**config.mk**
```make
export PLATFORM = sky130hd
export DESIGN_NAME = poly_voice_allocator_core
export DESIGN_NICKNAME = d
export VERILOG_FILES = /design/src/pva_pkg.sv /design/src/pva_voice_ram.sv /design/src/poly_voice_allocator_core.sv
export SDC_FILE = /design/constraint.sdc
export NUM_CORES = 1
export LEC_CHECK = 0
export BUFFER_PORTS_ARGS = -buffer_cell sky130_fd_sc_hd__buf_2
export CELL_PAD_IN_SITES_DETAIL_PLACEMENT = 2
export CELL_PAD_IN_SITES_GLOBAL_PLACEMENT = 2
export CORE_UTILIZATION = 52
export DETAILED_ROUTE_END_ITERATION = 7
export GPL_TIMING_DRIVEN = 0
export PLACE_DENSITY_LB_ADDON = 0.08
export SLEW_MARGIN = 20
export SYNTH_ARGS = -nofsm -noshare
export SYNTH_HDL_FRONTEND = slang
export SYNTH_HIERARCHICAL = 1
export SYNTH_SLANG_ARGS = --single-unit
```
**constraint.sdc**
```tcl
create_clock -name clk -period 19.3 [get_ports clk]
set_clock_uncertainty 0.1 [all_clocks]
set_input_delay 5.79 -clock clk [delete_from_list [all_inputs] [get_ports clk]]
set_output_delay 5.79 -clock clk [all_outputs]
set_load 0.03 [all_outputs]
```
**src/pva_pkg.sv**
```systemverilog
// ----------------------------------------------------------------------------
// pva_pkg: shared types and constants of the polyphonic voice allocator
// Holds the input and result word formats, the per-voice state entry, the
// command and action codes and the sequencer states.
// ----------------------------------------------------------------------------
package pva_pkg;

  localparam int VOICES_DEF = 8;
  localparam int VOICE_W    = 3;
  localparam int NOTE_W     = 7;
  localparam int VEL_W      = 7;
  localparam int AGE_W      = 32;

  typedef enum logic [1:0] {
    CMD_NOTE_ON  = 2'd0,
    CMD_NOTE_OFF = 2'd1,
    CMD_IDLE     = 2'd2
  } cmd_t;

  typedef enum logic [2:0] {
    ACT_TRIGGER    = 3'd0,
    ACT_STEAL      = 3'd1,
    ACT_RELEASE    = 3'd2,
    ACT_CANCEL     = 3'd3,
    ACT_REL_CANCEL = 3'd4,
    ACT_FREE       = 3'd5
  } action_t;

  typedef enum logic [1:0] {
    ST_IDLE,
    ST_SCAN,
    ST_WRITE,
    ST_FLUSH
  } state_t;

  typedef struct packed {
    logic [1:0]         cmd;
    logic [NOTE_W-1:0]  note;
    logic [VEL_W-1:0]   velocity;
    logic [VOICE_W-1:0] idle_voice;
  } in_word_t;

  typedef struct packed {
    logic [VOICE_W-1:0] voice;
    logic [2:0]         action;
    logic [NOTE_W-1:0]  out_note;
    logic [VEL_W-1:0]   out_velocity;
    logic               last;
  } out_word_t;

  // State of one voice as kept in the voice memory.
  typedef struct packed {
    logic              active;
    logic              releasing;
    logic [NOTE_W-1:0] note;
    logic [AGE_W-1:0]  age;
    logic              pend_valid;
    logic [NOTE_W-1:0] pend_note;
    logic [VEL_W-1:0]  pend_vel;
  } entry_t;

endpackage

```
**src/pva_voice_ram.sv**
```systemverilog
// ----------------------------------------------------------------------------
// pva_voice_ram: per-voice state memory
// One write port and one read port with registered read data. A valid bit
// per entry makes entries that were never written read as all zero.
// ----------------------------------------------------------------------------
module pva_voice_ram
  import pva_pkg::*;
#(
  parameter int DEPTH = VOICES_DEF,
  localparam int AW = $clog2(DEPTH)
) (
  input  logic          clk,
  input  logic          rst_n,
  input  logic          rd_en,
  input  logic [AW-1:0] rd_addr,
  output entry_t        rd_data,
  input  logic          wr_en,
  input  logic [AW-1:0] wr_addr,
  input  entry_t        wr_data
);

  entry_t             mem_r [DEPTH];
  entry_t             rd_q_r;
  logic               rd_ok_r;
  logic [DEPTH-1:0]   vld_r;

  always_ff @(posedge clk) begin
    if (wr_en) begin
      mem_r[wr_addr] <= wr_data;
    end
    if (rd_en) begin
      rd_q_r <= mem_r[rd_addr];
    end
  end

  always_ff @(posedge clk) begin
    if (!rst_n) begin
      vld_r   <= '0;
      rd_ok_r <= 1'b0;
    end else begin
      if (wr_en) begin
        vld_r[wr_addr] <= 1'b1;
      end
      if (rd_en) begin
        rd_ok_r <= vld_r[rd_addr];
      end
    end
  end

  assign rd_data = rd_ok_r ? rd_q_r : '0;

endmodule

```
**src/poly_voice_allocator_core.sv**
```systemverilog
// ----------------------------------------------------------------------------
// poly_voice_allocator_core: polyphonic voice allocator with oldest-voice steal
// Maps note on, note off and envelope-idle events onto synth voices and
// reports, per event, the list of voice actions in ascending voice order.
// ----------------------------------------------------------------------------
// One event is handled at a time. The per-voice state sits in a memory with
// one read and one write port, so the sequencer walks the voices one per
// cycle while the output register does not stall it, with one read per
// voice. A note off scans all voices; a note on scans all voices and then
// writes the chosen voice in a step of its own. An idle event reads only
// the named voice. Unused commands and idle events naming a voice beyond
// the pool go straight to the flush without a scan.
// Each result word is delivered once the output register is free. A full
// output register stalls the voice scan or the final flush, never the
// results already made.
// The last word of an event carries last = 1; an event that acts on no voice
// gives no word at all. The voice field is the low three bits of the voice
// index. The trigger counter saturates at its maximum value. A new event is
// taken while the final result of the previous one still waits at the output.
// ----------------------------------------------------------------------------
module poly_voice_allocator_core
  import pva_pkg::*;
#(
  parameter int VOICES = VOICES_DEF
) (
  input  logic      clk,
  input  logic      rst_n,
  input  logic      in_valid,
  output logic      in_stall,
  input  in_word_t  in_word,
  output logic      out_valid,
  input  logic      out_stall,
  output out_word_t out_word
);

  // Voice index width and a scan counter wide enough to hold VOICES itself.
  localparam int VW  = $clog2(VOICES);
  localparam int VCW = $clog2(VOICES + 1);

  state_t            state_r, state_nxt;
  logic [1:0]        cmd_r, cmd_nxt;
  logic [NOTE_W-1:0] note_r, note_nxt;
  logic [VEL_W-1:0]  vel_r, vel_nxt;

  // Scan control: next address to read, end of the range, and the entry
  // whose read data is present this cycle.
  logic [VCW-1:0]    rd_idx_r, rd_idx_nxt;
  logic [VCW-1:0]    end_r, end_nxt;
  logic              ev_vld_r, ev_vld_nxt;
  logic [VW-1:0]     ev_idx_r, ev_idx_nxt;

  // Note-on candidates gathered during the scan.
  logic              have_inact_r, have_inact_nxt;
  logic [VW-1:0]     inact_idx_r, inact_idx_nxt;
  logic              have_rel_r, have_rel_nxt;
  logic [VW-1:0]     rel_idx_r, rel_idx_nxt;
  logic [NOTE_W-1:0] rel_note_r, rel_note_nxt;
  logic [VW-1:0]     best_idx_r, best_idx_nxt;
  logic [AGE_W-1:0]  best_age_r, best_age_nxt;
  logic [NOTE_W-1:0] best_note_r, best_note_nxt;

  logic [AGE_W-1:0]  tc_r, tc_nxt;

  // The newest result is held back one step so that the final one of an
  // event can be marked with last.
  logic              held_vld_r, held_vld_nxt;
  out_word_t         held_r, held_nxt;
  logic              out_valid_r, out_valid_nxt;
  out_word_t         out_word_r, out_word_nxt;

  // Voice memory ports.
  logic              rd_en;
  logic [VW-1:0]     rd_addr;
  entry_t            ent;
  logic              wr_en;
  logic [VW-1:0]     wr_addr;
  entry_t            wr_data;

  // Evaluation of the entry present this cycle.
  logic              ev_rel, ev_can;
  logic              emit_vld;
  out_word_t         emit_w;
  logic              wr_req;
  entry_t            wr_ent;
  logic              out_free;
  logic              adv;
  logic              iv_ok;
  logic [VW-1:0]     ch_idx;
  logic              ch_busy;
  logic [NOTE_W-1:0] ch_note;

  pva_voice_ram #(
    .DEPTH (VOICES)
  ) u_ram (
    .clk     (clk),
    .rst_n   (rst_n),
    .rd_en   (rd_en),
    .rd_addr (rd_addr),
    .rd_data (ent),
    .wr_en   (wr_en),
    .wr_addr (wr_addr),
    .wr_data (wr_data)
  );

  // Result and write-back for the entry whose read data is present.
  always_comb begin
    ev_rel   = ent.active && (ent.note == note_r);
    ev_can   = ent.pend_valid && (ent.pend_note == note_r);
    emit_vld = 1'b0;
    emit_w   = '0;
    emit_w.voice = VOICE_W'(ev_idx_r);
    wr_req   = 1'b0;
    wr_ent   = ent;
    case (cmd_r)
      CMD_NOTE_OFF: begin
        if (ev_rel || ev_can) begin
          emit_vld = 1'b1;
          wr_req   = 1'b1;
          if (ev_rel) begin
            wr_ent.releasing = 1'b1;
          end
          if (ev_can) begin
            wr_ent.pend_valid = 1'b0;
          end
          if (ev_rel && ev_can) begin
            emit_w.action = ACT_REL_CANCEL;
          end else if (ev_rel) begin
            emit_w.action = ACT_RELEASE;
          end else begin
            emit_w.action = ACT_CANCEL;
          end
        end
      end
      CMD_IDLE: begin
        if (ent.active) begin
          emit_vld = 1'b1;
          wr_req   = 1'b1;
          wr_ent.releasing = 1'b0;
          if (ent.pend_valid) begin
            // Fire the waiting note on this voice; its stamp stays.
            wr_ent.note       = ent.pend_note;
            wr_ent.pend_valid = 1'b0;
            emit_w.action       = ACT_TRIGGER;
            emit_w.out_note     = ent.pend_note;
            emit_w.out_velocity = ent.pend_vel;
          end else begin
            wr_ent.active = 1'b0;
            emit_w.action = ACT_FREE;
          end
        end
      end
      default: begin
      end
    endcase
  end

  assign out_free = !out_valid_r || !out_stall;
  // A new result needs the held one moved to the output register first.
  assign adv      = !(ev_vld_r && emit_vld && held_vld_r && !out_free);
  assign iv_ok    = ({{(32 - VOICE_W){1'b0}}, in_word.idle_voice} < 32'(VOICES));

  // Voice chosen for a note on: first inactive, else first releasing,
  // else the oldest trigger stamp.
  always_comb begin
    if (have_inact_r) begin
      ch_idx  = inact_idx_r;
      ch_busy = 1'b0;
      ch_note = note_r;
    end else if (have_rel_r) begin
      ch_idx  = rel_idx_r;
      ch_busy = 1'b1;
      ch_note = rel_note_r;
    end else begin
      ch_idx  = best_idx_r;
      ch_busy = 1'b1;
      ch_note = best_note_r;
    end
  end

  always_comb begin
    state_nxt      = state_r;
    cmd_nxt        = cmd_r;
    note_nxt       = note_r;
    vel_nxt        = vel_r;
    rd_idx_nxt     = rd_idx_r;
    end_nxt        = end_r;
    ev_vld_nxt     = ev_vld_r;
    ev_idx_nxt     = ev_idx_r;
    have_inact_nxt = have_inact_r;
    inact_idx_nxt  = inact_idx_r;
    have_rel_nxt   = have_rel_r;
    rel_idx_nxt    = rel_idx_r;
    rel_note_nxt   = rel_note_r;
    best_idx_nxt   = best_idx_r;
    best_age_nxt   = best_age_r;
    best_note_nxt  = best_note_r;
    tc_nxt         = tc_r;
    held_vld_nxt   = held_vld_r;
    held_nxt       = held_r;
    out_valid_nxt  = out_valid_r && out_stall;
    out_word_nxt   = out_word_r;
    rd_en          = 1'b0;
    rd_addr        = rd_idx_r[VW-1:0];
    wr_en          = 1'b0;
    wr_addr        = ev_idx_r;
    wr_data        = wr_ent;

    case (state_r)
      ST_IDLE: begin
        if (in_valid) begin
          cmd_nxt        = in_word.cmd;
          note_nxt       = in_word.note;
          vel_nxt        = in_word.velocity;
          ev_vld_nxt     = 1'b0;
          have_inact_nxt = 1'b0;
          have_rel_nxt   = 1'b0;
          rd_idx_nxt     = '0;
          end_nxt        = VCW'(VOICES);
          state_nxt      = ST_SCAN;
          case (in_word.cmd)
            CMD_NOTE_ON, CMD_NOTE_OFF: begin
            end
            CMD_IDLE: begin
              if (iv_ok) begin
                rd_idx_nxt = VCW'(in_word.idle_voice);
                end_nxt    = VCW'(in_word.idle_voice) + VCW'(1);
              end else begin
                state_nxt = ST_FLUSH;
              end
            end
            default: begin
              state_nxt = ST_FLUSH;
            end
          endcase
        end
      end

      ST_SCAN: begin
        if (adv) begin
          if (ev_vld_r) begin
            wr_en = wr_req;
            if (emit_vld) begin
              if (held_vld_r) begin
                out_valid_nxt = 1'b1;
                out_word_nxt  = held_r;
              end
              held_vld_nxt = 1'b1;
              held_nxt     = emit_w;
            end
            if (cmd_r == CMD_NOTE_ON) begin
              if (!ent.active && !have_inact_r) begin
                have_inact_nxt = 1'b1;
                inact_idx_nxt  = ev_idx_r;
              end
              if (ent.releasing && !have_rel_r) begin
                have_rel_nxt = 1'b1;
                rel_idx_nxt  = ev_idx_r;
                rel_note_nxt = ent.note;
              end
              if ((ev_idx_r == '0) || (ent.age < best_age_r)) begin
                best_idx_nxt  = ev_idx_r;
                best_age_nxt  = ent.age;
                best_note_nxt = ent.note;
              end
            end
          end
          if (rd_idx_r != end_r) begin
            rd_en      = 1'b1;
            ev_vld_nxt = 1'b1;
            ev_idx_nxt = rd_idx_r[VW-1:0];
            rd_idx_nxt = rd_idx_r + VCW'(1);
          end else begin
            ev_vld_nxt = 1'b0;
            state_nxt  = (cmd_r == CMD_NOTE_ON) ? ST_WRITE : ST_FLUSH;
          end
        end
      end

      ST_WRITE: begin
        wr_en   = 1'b1;
        wr_addr = ch_idx;
        wr_data = '0;
        wr_data.active = 1'b1;
        wr_data.age    = tc_r;
        if (ch_busy) begin
          // Steal: the voice keeps sounding its note while it releases.
          wr_data.releasing  = 1'b1;
          wr_data.note       = ch_note;
          wr_data.pend_valid = 1'b1;
          wr_data.pend_note  = note_r;
          wr_data.pend_vel   = vel_r;
        end else begin
          wr_data.note = note_r;
        end
        held_vld_nxt          = 1'b1;
        held_nxt.voice        = VOICE_W'(ch_idx);
        held_nxt.action       = ch_busy ? ACT_STEAL : ACT_TRIGGER;
        held_nxt.out_note     = note_r;
        held_nxt.out_velocity = vel_r;
        held_nxt.last         = 1'b0;
        if (tc_r != '1) begin
          tc_nxt = tc_r + AGE_W'(1);
        end
        state_nxt = ST_FLUSH;
      end

      ST_FLUSH: begin
        if (!held_vld_r) begin
          state_nxt = ST_IDLE;
        end else if (out_free) begin
          out_valid_nxt     = 1'b1;
          out_word_nxt      = held_r;
          out_word_nxt.last = 1'b1;
          held_vld_nxt      = 1'b0;
          state_nxt         = ST_IDLE;
        end
      end

      default: begin
        state_nxt = ST_IDLE;
      end
    endcase
  end

  always_ff @(posedge clk) begin
    if (!rst_n) begin
      state_r      <= ST_IDLE;
      ev_vld_r     <= 1'b0;
      have_inact_r <= 1'b0;
      have_rel_r   <= 1'b0;
      tc_r         <= '0;
      held_vld_r   <= 1'b0;
      out_valid_r  <= 1'b0;
    end else begin
      state_r      <= state_nxt;
      ev_vld_r     <= ev_vld_nxt;
      have_inact_r <= have_inact_nxt;
      have_rel_r   <= have_rel_nxt;
      tc_r         <= tc_nxt;
      held_vld_r   <= held_vld_nxt;
      out_valid_r  <= out_valid_nxt;
    end
  end

  always_ff @(posedge clk) begin
    cmd_r       <= cmd_nxt;
    note_r      <= note_nxt;
    vel_r       <= vel_nxt;
    rd_idx_r    <= rd_idx_nxt;
    end_r       <= end_nxt;
    ev_idx_r    <= ev_idx_nxt;
    inact_idx_r <= inact_idx_nxt;
    rel_idx_r   <= rel_idx_nxt;
    rel_note_r  <= rel_note_nxt;
    best_idx_r  <= best_idx_nxt;
    best_age_r  <= best_age_nxt;
    best_note_r <= best_note_nxt;
    held_r      <= held_nxt;
    out_word_r  <= out_word_nxt;
  end

  assign in_stall  = (state_r != ST_IDLE);
  assign out_valid = out_valid_r;
  assign out_word  = out_word_r;

`ifndef NO_ASSERTIONS
  // Nothing may stay held back once the block is ready for a new event.
  a_held_empty_idle: assert property (@(posedge clk) disable iff (!rst_n)
    state_r == ST_IDLE |-> !held_vld_r)
    else $error("result still held while idle");

  // The scan never reads the entry it writes in the same cycle.
  a_no_rw_same: assert property (@(posedge clk) disable iff (!rst_n)
    rd_en && wr_en |-> rd_addr != wr_addr)
    else $error("read and write of the same voice entry");

  // Read data is only pending during a scan.
  a_ev_in_scan: assert property (@(posedge clk) disable iff (!rst_n)
    state_r != ST_SCAN |-> !ev_vld_r)
    else $error("voice read pending outside scan");

  // The trigger stamp never goes backwards.
  a_tc_mono: assert property (@(posedge clk) disable iff (!rst_n)
    $past(rst_n) |-> tc_r >= $past(tc_r))
    else $error("trigger counter decreased");
`endif

endmodule
```
==> results.ini, run 1 <==
[status]
status = completed

[setup_path]
cp_slowest_stage_delay_ns = 0.61
path_cells = buf_2 > and3_1 > clkbuf_1 > nor2_1 > o21a_1 > nand2b_1 > nor3_2 > buf_4 > buf_4 > buf_4
crit_arrival_ns = 8.63
crit_required_ns = 19.51
r2r_cells = 17
crit_family = buffers and inverters
crit_type = input pin to register
path_max_fanout = 8
worstSetupEndpointType = register
cp.depth = 10
cp_common_cell = buf_4
cp-start-kind = input pin
slowest_stage = nor3_2
cp_num_buf_inv = 5

[synth]
syn_inst = 1546
syn_area_mm2 = 0.0275
synth.distinct_cells = 58
ys.flop_type = edfxtp_1
async_reset_ff_share_pct = 0
ys_warn_count = 6
synth_top_area_share_pct = 68.4
yosys_register_bits = 675
synth_area_per_cell_um2 = 17.8
synth_edf_count = 627
synth_area_leaders = edfxtp_1, mux4_2, mux2_2
syn-num-nets = 1614
synth.largest_area_cell = edfxtp_1
seq_area_frac_synth_pct = 71.9

[timing]
slew_violations = 0
hold_viol = 0
rsz0062_at_grt = no
fin_crit_sh_pct = 43.7
setup_tns_ns = 0
finalSetupViolations = 0
relSlewSlack_pct = 19.1
holdWs_ns = 0.322
tightest_slew_ns = 1.20
finalCriticalPeriod_ns = 8.43
max_freq_mhz = 119

[grt]
antenna_found_initial = 4
grt_pass1_vias = 18521
grtUsageTotal_pct = 40.0
grt_max_degree = 22
grt-ovfl-total = 0
grt_pass1_wl_mm = 147

[placement]
port_buffers = 45
place.gp.congestion = 0.796
dpl.hpwl_mm = 61.0
placed_area_mm2 = 0.0294

[cts]
cts_sinks = 675
hold_buffers = 0
post_cts_buffers = 0
cts_inserted_buffers = 71
clkTransAtPathRegs_ns = 0.06
clock_latency_ns = 0.63
cts_htree_levels = 3
root_buffer = clkbuf_16
cts_max_path_buffers = 3
post_cts_resized = 0
cts_tree = yes

[routing]
num_vias = 17128
post_drt_wl_per_cell_um = 42.9
viasPerCell = 7.00
drc_errors = 0
ant_nets = 0
drt_iter0_drc = 2026
dr.pass1.iters = 5
wl_mm = 105

[floorplanning]
core_mm2 = 0.0518
rows = 83
die_area_mm2 = 0.0538
die_h_um = 232
die_w_um = 232
io_pins = 46
start_util_pct = 53.1

[flow_run]
max-cap-violations = 0

[final_layout]
stdcell_area_mm2 = 0.0317
fin_nets = 1777
drive_gt1_share_pct = 25.8
area_growth_pct = 15.4

[min_path]
holdPathStages = 0
hp-class = register to register

[power]
pwr_density_cell_mw_per_mm2 = 148
leakage_nw = 10.6
vdd_ir_drop_max_mv = 0.0789

## final cells by class
| class | instances | area [µm²] |
|---|---|---|
| clock inverters | 29 | 279 |
| well taps | 680 | 851 |
| fillers | 4123 | 20100 |
| plain buffers | 66 | 332 |
| multi-input cells | 752 | 7290 |
| repair buffers | 90 | 970 |
| inverters | 53 | 199 |
| clock buffers | 101 | 2020 |
| diodes | 1 | 2.50 |
| flip-flops and latches | 675 | 19800 |
## final timing paths
check                start            endpoint  slack [ns]
max              out_stall  u_ram/mem_r[0][42]       10.87
min              held_r[5]         out_word[5]        0.32
max reg2reg  u_ram/rd_ok_r  u_ram/mem_r[0][42]       12.49
min reg2reg      held_r[5]         out_word[5]        0.32
## per-layer routing
layer | track usage, % | vias up | routed length, µm
met5 | 0 | - | 0
met4 | 20.5 | 0 | 5830
met3 | 6.48 | 339 | 7970
met2 | 68.2 | 1200 | 53100
met1 | 49.4 | 9149 | 38100
li1 | - | 6440 | -
## metrics by stage
step | power [mW] | std cells | util (%) | setup WS (ns)
after floorplan | 2.69 | 1546 | - | 8.38
after detailed placement | 3.19 | 2316 | 56.8 | 10.48
final | 4.70 | 2447 | 61.2 | 10.87
after CTS | 4.68 | 2446 | 61.2 | 10.95
after global placement | 3.04 | 2271 | 55.2 | 3.03
after global routing | 4.77 | 2446 | 61.2 | 10.95
## logic make-up after synthesis
logic type	count (synthesis)	synth area share, %
AOI/OAI and AO/OA	172	4.04
buffers and inverters	119	1.92
adders and majority gates	45	2.05
DFF	675	71.9
muxes	226	13.8
and+or+nand+nor	285	5.51
xor gates and xnor gates	24	0.764
## flip-flops by register name (all words and copies together) (netlist names), 4 cells and up
name / cells
u_ram/mem_r: 448
u_ram/rd_q_r: 56
best_age_r: 32
tc_r: 32
out_word: 21
held_r: 20
u_ram/vld_r: 8
best_note_r: 7
note_r: 7
rel_note_r: 7
vel_r: 7
end_r: 4
rd_idx_r: 4
## cell usage after synthesis, types with 23 or more instances
cell type and instances:
inv_1 53, nor2_1 27, mux4_2 113, a21oi_1 46
nand3_1 24, o21ai_0 49, ha_1 45, edfxtp_1 627
clkbuf_1 34, dfxtp_1 48, mux2i_1 23, mux2_2 90
and2_1 60, nand2_1 78
## placed cells by master, fill, tap and decap left out, drive strengths merged, types with 3 or more instances in the layout
| cell type | instances |
|---|---|
| a21oi | 50 |
| a22o | 7 |
| a31o | 7 |
| and2 | 60 |
| and3 | 4 |
| and4 | 5 |
| buf | 122 |
| bufinv | 5 |
| clkbuf | 135 |
| clkinv | 18 |
| dfxtp | 48 |
| edfxtp | 627 |
| ha | 45 |
| inv | 57 |
| mux2 | 90 |
| mux2i | 23 |
| mux4 | 113 |
| nand2 | 78 |
| nand2b | 9 |
| nand3 | 25 |
| nand4 | 15 |
| nor2 | 27 |
| nor2b | 11 |
| nor3 | 10 |
| nor4 | 10 |
| o211ai | 11 |
| o21a | 13 |
| o21ai | 53 |
| o22ai | 3 |
| o311ai | 3 |
| o31ai | 7 |
| or3 | 22 |
| or4 | 6 |
| xnor2 | 13 |
| xor2 | 11 |
## report_power, final
part | switching [mW] | internal, mW | total, mW
clock network | 0.628 | 0.800 | 1.43
registers | 0.0867 | 1.88 | 1.96
logic | 0.834 | 0.478 | 1.31
Note: power is estimated with default switching activity, not from simulation.
==> run 2: changes to the inputs <==
CORE_UTILIZATION = 48   (was 52)
clock period = 8.5 ns   (was 19.3 ns; I/O delays follow)
==> results.ini, run 2 (synthesis gave the netlist of run 1 again) <==
[routing]
num_vias = 15379
drc_errors = 0
drt_iter0_drc = 1313
dr.pass1.iters = 5
wl_mm = 81.4
ant_nets = 0
viasPerCell = 6.07
post_drt_wl_per_cell_um = 32.1

[placement]
port_buffers = 45
place.gp.congestion = 0.777
dp.cells = 2394
dpl.hpwl_mm = 55.0

[cts]
cts_htree_levels = 3
hold_buffers = 0
post_cts_buffers = 0
clkTransAtPathRegs_ns = 0.06
clock_latency_ns = 0.62
post_cts_resized = 0
root_buffer = clkbuf_16
cts_max_path_buffers = 3
cts_tree = yes
cts_inserted_buffers = 73
cts_sinks = 675

[min_path]
holdPathStages = 0
min_delay_worst_endpoint = out_word[11]
hp-class = register to register
min_from = held_r[11]

[setup_path]
crit_arrival_ns = 6.53
path_max_fanout = 10
worstSetupEndpointType = register
r2r_cells = 18
r2r_slack_ns = 2.19
crit_required_ns = 8.71
r2r_end = u_ram/mem_r[0][45]
worstReg2RegStart = u_ram/rd_ok_r
crit_type = register to register
cp-start-kind = register

[timing]
setup_tns_ns = 0
rsz0062_at_grt = no
max_freq_mhz = 158
relSlewSlack_pct = 23.3
finalSetupViolations = 0
finalCriticalPeriod_ns = 6.31
slew_violations = 0
hold_viol = 0
fin_crit_sh_pct = 74.3
tightest_slew_ns = 1.15

[grt]
grt_max_degree = 22
grt_pass1_vias = 16971
antenna_found_initial = 3
grt_pass1_wl_mm = 117
grtUsageTotal_pct = 28.7
grt-ovfl-total = 0

[flow_run]
max-cap-violations = 0

[final_layout]
largest_reg_flops = 448
top_register = u_ram/mem_r
final_common_cell = edfxtp_1
fin_nets = 1783
drive_gt1_share_pct = 25.8
fin_cells = 2532
top_regs = u_ram/mem_r: 448 flops, u_ram/rd_q_r: 56 flops
area_growth_pct = 15.9
final_cell_mix = edfxtp_1, mux4_2, mux2_2

[power]
total_power_mw = 10.3
vdd_ir_drop_max_mv = 0.215
leakage_nw = 10.6
pwr_density_cell_mw_per_mm2 = 324

[floorplanning]
die_w_um = 241
die_h_um = 241
io_pins = 46
core_mm2 = 0.0565
rows = 87
die_area_mm2 = 0.0583
start_util_pct = 48.7

[status]
status = completed

[run 2: how the worst max path moves through the flow]
stage / startpoint / end / slack [ns] / cells past startpoint
2_1_floorplan: out_stall / u_ram/mem_r[0][0] / 0.82 / 6
3_3_place_gp: u_ram/rd_ok_r / u_ram/mem_r[4][37] / -5.07 / 14
3_5_place_dp: u_ram/rd_ok_r / u_ram/mem_r[0][36] / 2.28 / 18
4_1_cts: u_ram/rd_ok_r / u_ram/mem_r[0][45] / 2.15 / 18
5_1_grt: u_ram/rd_ok_r / u_ram/mem_r[0][42] / 1.94 / 18
6_report: u_ram/rd_ok_r / u_ram/mem_r[0][45] / 2.19 / 18
[run 2: final cells by class]
type	instances	area [µm²]
repair buffers	94	980
flip-flops and latches	675	19800
multi-input cells	752	7300
fillers	4725	24600
well taps	756	946
plain buffers	66	330
clock buffers	102	1990
diodes	1	2.50
inverters	53	199
clock inverters	33	359
[run 2: critical path: stages (launching register included)]
cell      delay [ns]
dfxtp_1         0.35
clkbuf_1        0.72
clkbuf_1        0.64
and2_1          0.36
xnor2_1         0.18
nand4_1         0.16
nor2_1          0.31
inv_1           0.13
ha_1            0.24
nor2b_1         0.27
o211ai_1        0.29
nor2_1          0.22
o21a_1          0.23
nand2b_1        0.25
nor3_2          0.55
buf_4           0.32
buf_4           0.21
buf_4           0.22
buf_4           0.21
[run 2: power by group]
part | switching, mW | total [mW] | internal, mW
combinational | 1.69 | 2.76 | 1.08
sequential | 0.152 | 4.41 | 4.26
clock | 1.33 | 3.16 | 1.83
total | 3.17 | 10.3 | 7.16
[run 2: per-stage QoR]
step / setup slack, ns / instance area, µm² / hold slack, ns / util, %
after floorplan: 0.816 / 27500 / 0.300 / -
final: 2.19 / 31900 / 0.316 / 56.4
after CTS: 2.15 / 31900 / 0.322 / 56.4
after global routing: 1.94 / 31900 / 0.328 / 56.4
after global placement: -5.07 / 28700 / 0.302 / 50.8
after detailed placement: 2.28 / 29500 / 0.306 / 52.2
[run 2: metal layers]
metal  track usage [%]  vias up  wire, µm
li1                  -     6462         -
met1              39.4     8290     35000
met2              47.9      497     40200
met3              4.39      130      4180
met4              7.92        0      2000
met5                 0        -         0
